<file path="config.mk">
export PLATFORM = sky130hd
export DESIGN_NAME = pdb_cfg
export DESIGN_NICKNAME = d
export VERILOG_FILES = /design/src/pdb_pkg.sv /design/src/pdb_cfg.sv
export SDC_FILE = /design/constraint.sdc
export NUM_CORES = 1
export LEC_CHECK = 0
export ABC_AREA = 0
export ABC_CLOCK_PERIOD_IN_PS = 4500
export BUFFER_PORTS_ARGS = -buffer_cell sky130_fd_sc_hd__buf_2
export CORE_UTILIZATION = 55
export CTS_CLUSTER_SIZE = 20
export DETAILED_ROUTE_END_ITERATION = 6
export PLACE_DENSITY = 0.95
export SETUP_SLACK_MARGIN = 0.15
export SLEW_MARGIN = 25
export SYNTH_ARGS = -nofsm -noshare
export SYNTH_HDL_FRONTEND = slang
export SYNTH_SLANG_ARGS = --single-unit
</file>
<file path="constraint.sdc">
create_clock -name clk -period 4.5 [get_ports clk]
set_input_delay 0.225 -clock clk [delete_from_list [all_inputs] [get_ports clk]]
set_output_delay 0.225 -clock clk [all_outputs]
set_load 0.02 [all_outputs]
</file>
<file path="src/pdb_pkg.sv">
// Shared types and constants for the page dirty bitmap.
`timescale 1ns / 1ps
package pdb_pkg;

	localparam int MAX_PAGES = 65536;
	localparam int ADDR_W    = 48;
	localparam int SHIFT_W   = 6;
	localparam int IDX_W     = 16;
	localparam int CNT_W     = 17;
	localparam int NPG_W     = $clog2(MAX_PAGES + 1);
	localparam int ROW_W     = 64;
	localparam int ROWS      = MAX_PAGES / ROW_W;
	localparam int ROW_AW    = $clog2(ROWS);
	localparam int BIT_AW    = $clog2(ROW_W);
	localparam int PADDR_W   = 5;
	localparam int PDATA_W   = 64;

	localparam logic [2:0] REQ_SET_ADDR = 3'd0;
	localparam logic [2:0] REQ_GET_ADDR = 3'd1;
	localparam logic [2:0] REQ_SET_IDX  = 3'd2;
	localparam logic [2:0] REQ_GET_IDX  = 3'd3;
	localparam logic [2:0] REQ_CLEAR    = 3'd4;

	localparam logic [1:0] REG_BASE   = 2'd0;
	localparam logic [1:0] REG_REGION = 2'd1;
	localparam logic [1:0] REG_SHIFT  = 2'd2;

	typedef struct packed {
		logic [2:0]        req_type;
		logic [ADDR_W-1:0] addr;
		logic [IDX_W-1:0]  page_index;
		logic              set_value;
		logic              default_value;
	} req_t;

	typedef struct packed {
		logic             in_range;
		logic             bit_value;
		logic [CNT_W-1:0] marked_count;
	} rsp_t;

	typedef struct packed {
		logic [ADDR_W-1:0]  base_addr;
		logic [ADDR_W-1:0]  region_bytes;
		logic [SHIFT_W-1:0] page_shift;
		logic [NPG_W-1:0]   num_pages;
	} cfg_t;

endpackage

</file>
<file path="src/pdb_cfg.sv">
// APB register file and page count derivation.
`timescale 1ns / 1ps
module pdb_cfg (
	input  logic                         clk,
	input  logic                         arst_n,
	input  logic                         psel,
	input  logic                         penable,
	input  logic                         pwrite,
	input  logic [pdb_pkg::PADDR_W-1:0]  paddr,
	input  logic [pdb_pkg::PDATA_W-1:0]  pwdata,
	output logic [pdb_pkg::PDATA_W-1:0]  prdata,
	output logic                         pready,
	output pdb_pkg::cfg_t                cfg
);
	import pdb_pkg::*;

	logic [ADDR_W-1:0]  base_q;
	logic [ADDR_W-1:0]  region_q;
	logic [SHIFT_W-1:0] shift_q;
	logic [NPG_W-1:0]   npg_q;
	logic [ADDR_W-1:0]  pages_raw;
	logic [1:0]         reg_idx;
	logic               wr_en;

	assign reg_idx   = paddr[PADDR_W-1:3];
	assign wr_en     = psel && penable && pwrite;
	assign pready    = 1'b1;
	assign pages_raw = region_q >> shift_q;

	always_ff @(posedge clk or negedge arst_n) begin
		if (!arst_n) begin
			base_q   <= '0;
			region_q <= '0;
			shift_q  <= SHIFT_W'(12);
			npg_q    <= '0;
		end else begin
			if (wr_en) begin
				case (reg_idx)
					REG_BASE:   base_q   <= pwdata[ADDR_W-1:0];
					REG_REGION: region_q <= pwdata[ADDR_W-1:0];
					REG_SHIFT:  shift_q  <= pwdata[SHIFT_W-1:0];
					default: ;
				endcase
			end
			if (pages_raw > ADDR_W'(MAX_PAGES)) begin
				npg_q <= NPG_W'(MAX_PAGES);
			end else begin
				npg_q <= pages_raw[NPG_W-1:0];
			end
		end
	end

	always_comb begin
		case (reg_idx)
			REG_BASE:   prdata = PDATA_W'(base_q);
			REG_REGION: prdata = PDATA_W'(region_q);
			REG_SHIFT:  prdata = PDATA_W'(shift_q);
			default:    prdata = '0;
		endcase
	end

	assign cfg.base_addr    = base_q;
	assign cfg.region_bytes = region_q;
	assign cfg.page_shift   = shift_q;
	assign cfg.num_pages    = npg_q;

endmodule

</file>
# Word level (Yosys, flattened, before mapping)

Cells that the tools add are included.
W data, S select, Z words.

Magnitude comparators: 1
Equal/unequal tests: 2
Shift operators: 1
Muxes and demuxes: 2
Reduce and logical (&&, ||, !) cells: 6

Operator list:

| kind                   | number |
|---|---|
| $pmux W48 S3           | 1 |
| $gt A48 B17 Y1 const B | 1 |
| $shr A48 B6 Y48        | 1 |
| $mux W17               | 1 |
| $reduce_and A2 Y1      | 3 |
| $eq A2 B1 Y1 const B   | 1 |
| $eq A2 B2 Y1 const B   | 1 |
| $logic_and A1 B1 Y1    | 2 |
| $logic_not A2 Y1       | 1 |

Flip-flop bits (word level): 119
Bits of input ports: 74
Word-level logic and storage cells: 16

# Logic depth before layout (Yosys ltp)

Depth in word-level cells: 3
Depth in mapped cells: 13
Depth with buffers taken out: 8

# Worst setup path before layout

Ideal clock, no wire load.

Path type: reg-to-reg
Start point: register shift_q[2]
End point: register npg_q[13]
Setup time: 0.087 ns
Arrival time: 2.947 ns
Slack: 1.467 ns
Stages on the path, launching flop included: 13
Path buffers: 4
Clock period less this slack: 3.033 ns
Cells stage by stage: dfstp_2 > buf_4 > buf_2 > buf_2 > mux4_2 > a22oi_1 > o221ai_1 > a211oi_1 > nand3_1 > nor4_1 > nand3_1 > buf_2 > a211oi_2

Word-level cells in the longest chain between the ends: 3

RTL lines:

| what                     | line          | source |
|---|---|---|
| start: declaration       | pdb_cfg.sv:19 | `logic [SHIFT_W-1:0] shift_q;` |
| start signal: assignment | pdb_cfg.sv:41 | `REG_SHIFT: shift_q <= pwdata[SHIFT_W-1:0];` |
| $shr A48 B6 Y48 *        | pdb_cfg.sv:28 | `assign pages_raw = region_q >> shift_q;` |
| $gt A48 B17 Y1           | pdb_cfg.sv:45 | `if (pages_raw > ADDR_W'(MAX_PAGES)) begin` |
| $mux W17 *               | pdb_cfg.sv:45 |  |
| end signal: assignment   | pdb_cfg.sv:46 | `npg_q <= NPG_W'(MAX_PAGES);` |
| end signal: assignment   | pdb_cfg.sv:48 | `npg_q <= pages_raw[NPG_W-1:0];` |
| end: declaration         | pdb_cfg.sv:20 | `logic [NPG_W-1:0] npg_q;` |

Every way passes the cells marked *; elsewhere a longest branch is shown, timed or not.
A chain may end at the register's enable or synchronous reset.

# Final worst setup path

Start point: register shift_q[2]
End point: register npg_q[7]

Same word-level chain as after synthesis.

==> impl_metrics.env <==
export IMPL_status="finished, violations left"
export IMPL_violations="design-rule violations"
export IMPL_netlist_instances=756
export IMPL_dieArea_sq_mm=0.0156
export IMPL_start_kind="register"
export IMPL_worstMarginPinSlew_ns=1.02
export IMPL_cts_tree="done"
export IMPL_slowest_delay_ns=0.94
export IMPL_drt_iter0_drc=968
export IMPL_slew_violations=0
export IMPL_post_cts_setup_buffers=0
export IMPL_grt_pass1_vias=7446
export IMPL_drtAntennaViolNets=0
export IMPL_firstDrtPassIters=7
export IMPL_root_buffer="clkbuf_16"
export IMPL_syn_cell_area_sq_mm=0.00829
export IMPL_grt_pass1_wl_mm=43.0
export IMPL_cp_data_required_time_ns=4.83
export IMPL_ir_drop_uv=419
export IMPL_p_comb_share_pct=49.3
export IMPL_rows=44
export IMPL_cp_depth=8
export IMPL_synthTopCellsByArea="dfrtp_1 (35%), mux2_2 (15%), mux2i_1 (11%), mux4_2 (11%), nor2_1 (3.2%)"
export IMPL_worstSetupEndpointType="register"
export IMPL_antennaDiodeCount=0
export IMPL_reg2reg_depth=8
export IMPL_wl_per_cell_microns=23.8
export IMPL_yosysWarnings=0
export IMPL_wl_mm=27.5
export IMPL_clk_pin_slew_worst_paths_ns=0.07
export IMPL_yosys_register_bits=119
export IMPL_final_hold_viol_count=0
export IMPL_maxSlewHeadroom_pct=30.4
export IMPL_p_per_area_mw_per_mm2=618
export IMPL_fin_crit_ns=3.89
export IMPL_setup_viol=0
export IMPL_cp_data_arrival_time_ns=4.22
export IMPL_worstPathBufferInverterCount=1
export IMPL_finalClockSkew_ns=0.0149
export IMPL_dpl_hpwl_mm=18.9
export IMPL_slowest_stage="dfstp_2"
export IMPL_grt_start_max_net_pins=80
export IMPL_nets=1030
export IMPL_ys_seq_area_share_pct=36.0
export IMPL_place_inst=1120
export IMPL_rsz0062_at_grt="false"
export IMPL_vias=7738
export IMPL_p_sw_w=0.00281
export IMPL_antenna_found_initial=0
export IMPL_synthArstFlopShare_pct=100
export IMPL_swShare_pct=45.3
export IMPL_fin_tns_setup_ns=0
export IMPL_drv_cap=0
export IMPL_gp_congestion=0.995
export IMPL_min_path_cells=2
export IMPL_yosys_area_top_type="dfrtp_1"
export IMPL_htreeDepth=4
export IMPL_synth_edf_count=0
export IMPL_max_freq_ghz=0.257
export IMPL_clk_path_buf_depth=2
export IMPL_final_cells=1153
export IMPL_cts_buffers=17
export IMPL_synth_distinct_cells=63
export IMPL_rrSetupSlack_ns=0.61
export IMPL_die_h_microns=125
export IMPL_hold_class="input pin to register"
export IMPL_avgSynthCellArea_sq_um=11.0
export IMPL_clkPwrFrac_pct=22.5
export IMPL_seq_power_share_pct=28.2
export IMPL_clock_latency_ns=0.43
export IMPL_io_buffers=221
export IMPL_core_area_sq_mm=0.0146
export IMPL_leakage_nw=4.74
export IMPL_crit_top_cell="nand3_1"
export IMPL_synth_main_ff_cell="dfrtp_1"
export IMPL_grt_ovfl_total=0
export IMPL_final_period_utilization_pct=86.5
export IMPL_syn2layout_area_growth_pct=21.4
export IMPL_critPathTopFamily="flip-flops"
export IMPL_timing_worst_setup_path_type="register to register"
export IMPL_grt_use_total_pct=35.8
export IMPL_vias_per_cell=6.71
export IMPL_initial_utilization_pct=56.6
export IMPL_path_cells="inv_1 -> mux4_2 -> o22ai_1 -> a221oi_1 -> nand3_1 -> nor4_1 -> nand3_1 -> a211oi_2"
export IMPL_ioPinCount=258
export IMPL_synth_top_area_share_pct=35.3
export IMPL_drc_errors=21
export IMPL_die_width_microns=125
export IMPL_drive_gt1_share_pct=46.0
export IMPL_cts_sinks=119
export IMPL_cp_max_fo=24
export IMPL_p_int_w=0.00341
[through the flow]
| stage | cell area, sq um | total power (W) | setup WS, ns | util, % | hold WS, ns |
|---|---|---|---|---|---|
| 3_5_place_dp | 9440 | 0.00469 | 0.645 | 64.4 | 0.439 |
| 5_1_grt | 10100 | 0.00646 | 0.267 | 68.7 | 0.0427 |
| 3_3_place_gp | 9430 | 0.00460 | 0.752 | 64.4 | 0.436 |
| 4_1_cts | 10000 | 0.00614 | 0.598 | 68.6 | 0.0308 |
| 2_1_floorplan | 8350 | 0.00373 | 1.47 | - | -0.0706 |
| 6_report | 10100 | 0.00622 | 0.607 | 68.7 | 0.0420 |
[cell families after synthesis]
logic type             count (synthesis)  share of synthesized area (%)
and+or+nand+nor                      182                           10.4
muxes                                248                           37.9
AOI/OAI and AO/OA                    120                           10.3
buffers and inverters                 85                           5.43
DFF                                  119                           36.0
other                                  2                         0.0906
[layout make-up]
type                       count  area [sq um]
tap                          184           230
timing repair buffer         243          1280
multi-input combinational    567          4940
fill                        1002          4580
clock inverter                14           166
sequential                   119          2980
clock buffer                  18           429
inverter                       8          30.0
[worst paths after layout]
kind / from / to
setup / recovery: shift_q[2] / npg_q[7]
hold / removal: pwdata[10] / base_q[10]
setup reg to reg: shift_q[2] / npg_q[7]
hold reg to reg: base_q[47] / base_q[47]
max in group asynchronous: arst_n / base_q[42]
min in group asynchronous: arst_n / shift_q[4]
[metal layers]
metal / track usage (%) / vias up / wire, microns / part of all wire [%]
met4: 14.7 / 0 / 1060 / 3.9
met3: 8.51 / 116 / 2880 / 10
li1: - / 3226 / - / -
met1: 46.0 / 3779 / 10200 / 37
met5: 0 / - / 0 / 0
met2: 58.4 / 617 / 13300 / 48
[sequential cells by signal, summed over array words and instances, names as in the netlist]
signal	flops
base_q	48
shift_q	6
region_q	48
npg_q	17
[layout by cell type, fill, tap and decap left out, types with 4 or more instances in the layout]
cell type and instances:
a31oi_1 7, buf_4 21, nand2b_1 7, mux2_2 108, o221ai_1 4, mux4_2 40, a211oi_1 7, a211oi_2 7
inv_1 5, nor2b_1 8, mux2i_1 92, a221oi_1 6, nand3_1 8, a21oi_1 17, nand2_1 45, inv_6 5
clkinv_4 5, o21ai_0 24, dfrtp_1 116, clkbuf_16 17, nor4_1 10, nor2_1 70, conb_1 17, o22ai_1 15
mux2_1 5, nor3_1 8, a22oi_1 5, or3_1 4, a32oi_1 4, buf_2 220
[Yosys cell counts (all sizes together), types with 3 or more instances]
master	instances
nor4	10
mux2	115
nor3	11
nor2	70
or2	3
a22oi	5
nand3	8
clkbuf	26
o21ai	24
inv	6
o221ai	4
mux2i	93
a221oi	6
nor3b	3
buf	51
a21oi	17
nor2b	8
o22ai	15
nand2b	7
a211oi	14
nand3b	3
dfrtp	117
nand2	46
or3	4
mux4	40
nand4	3
a22o	3
a31oi	7
a32oi	4
[power groups by stage]
stage	sequential, W	clock (W)	combinational, W
floorplan	0.00191	0	0.00183
global placement	0.00170	0	0.00290
detailed placement	0.00174	0	0.00296
CTS	0.00173	0.00140	0.00300
global route	0.00178	0.00145	0.00322
finish	0.00175	0.00140	0.00307
[timing repair]
| item | in CTS | in global routing |
|---|---|---|
| endpoints found under the hold margin | 2 | 0 |
| hold buffers | 1 | 0 |
| endpoints found under the setup margin | 0 | 1 |
| gates resized for setup | 0 | 1 |
No activity file was read; power rests on OpenSTA's default activity.
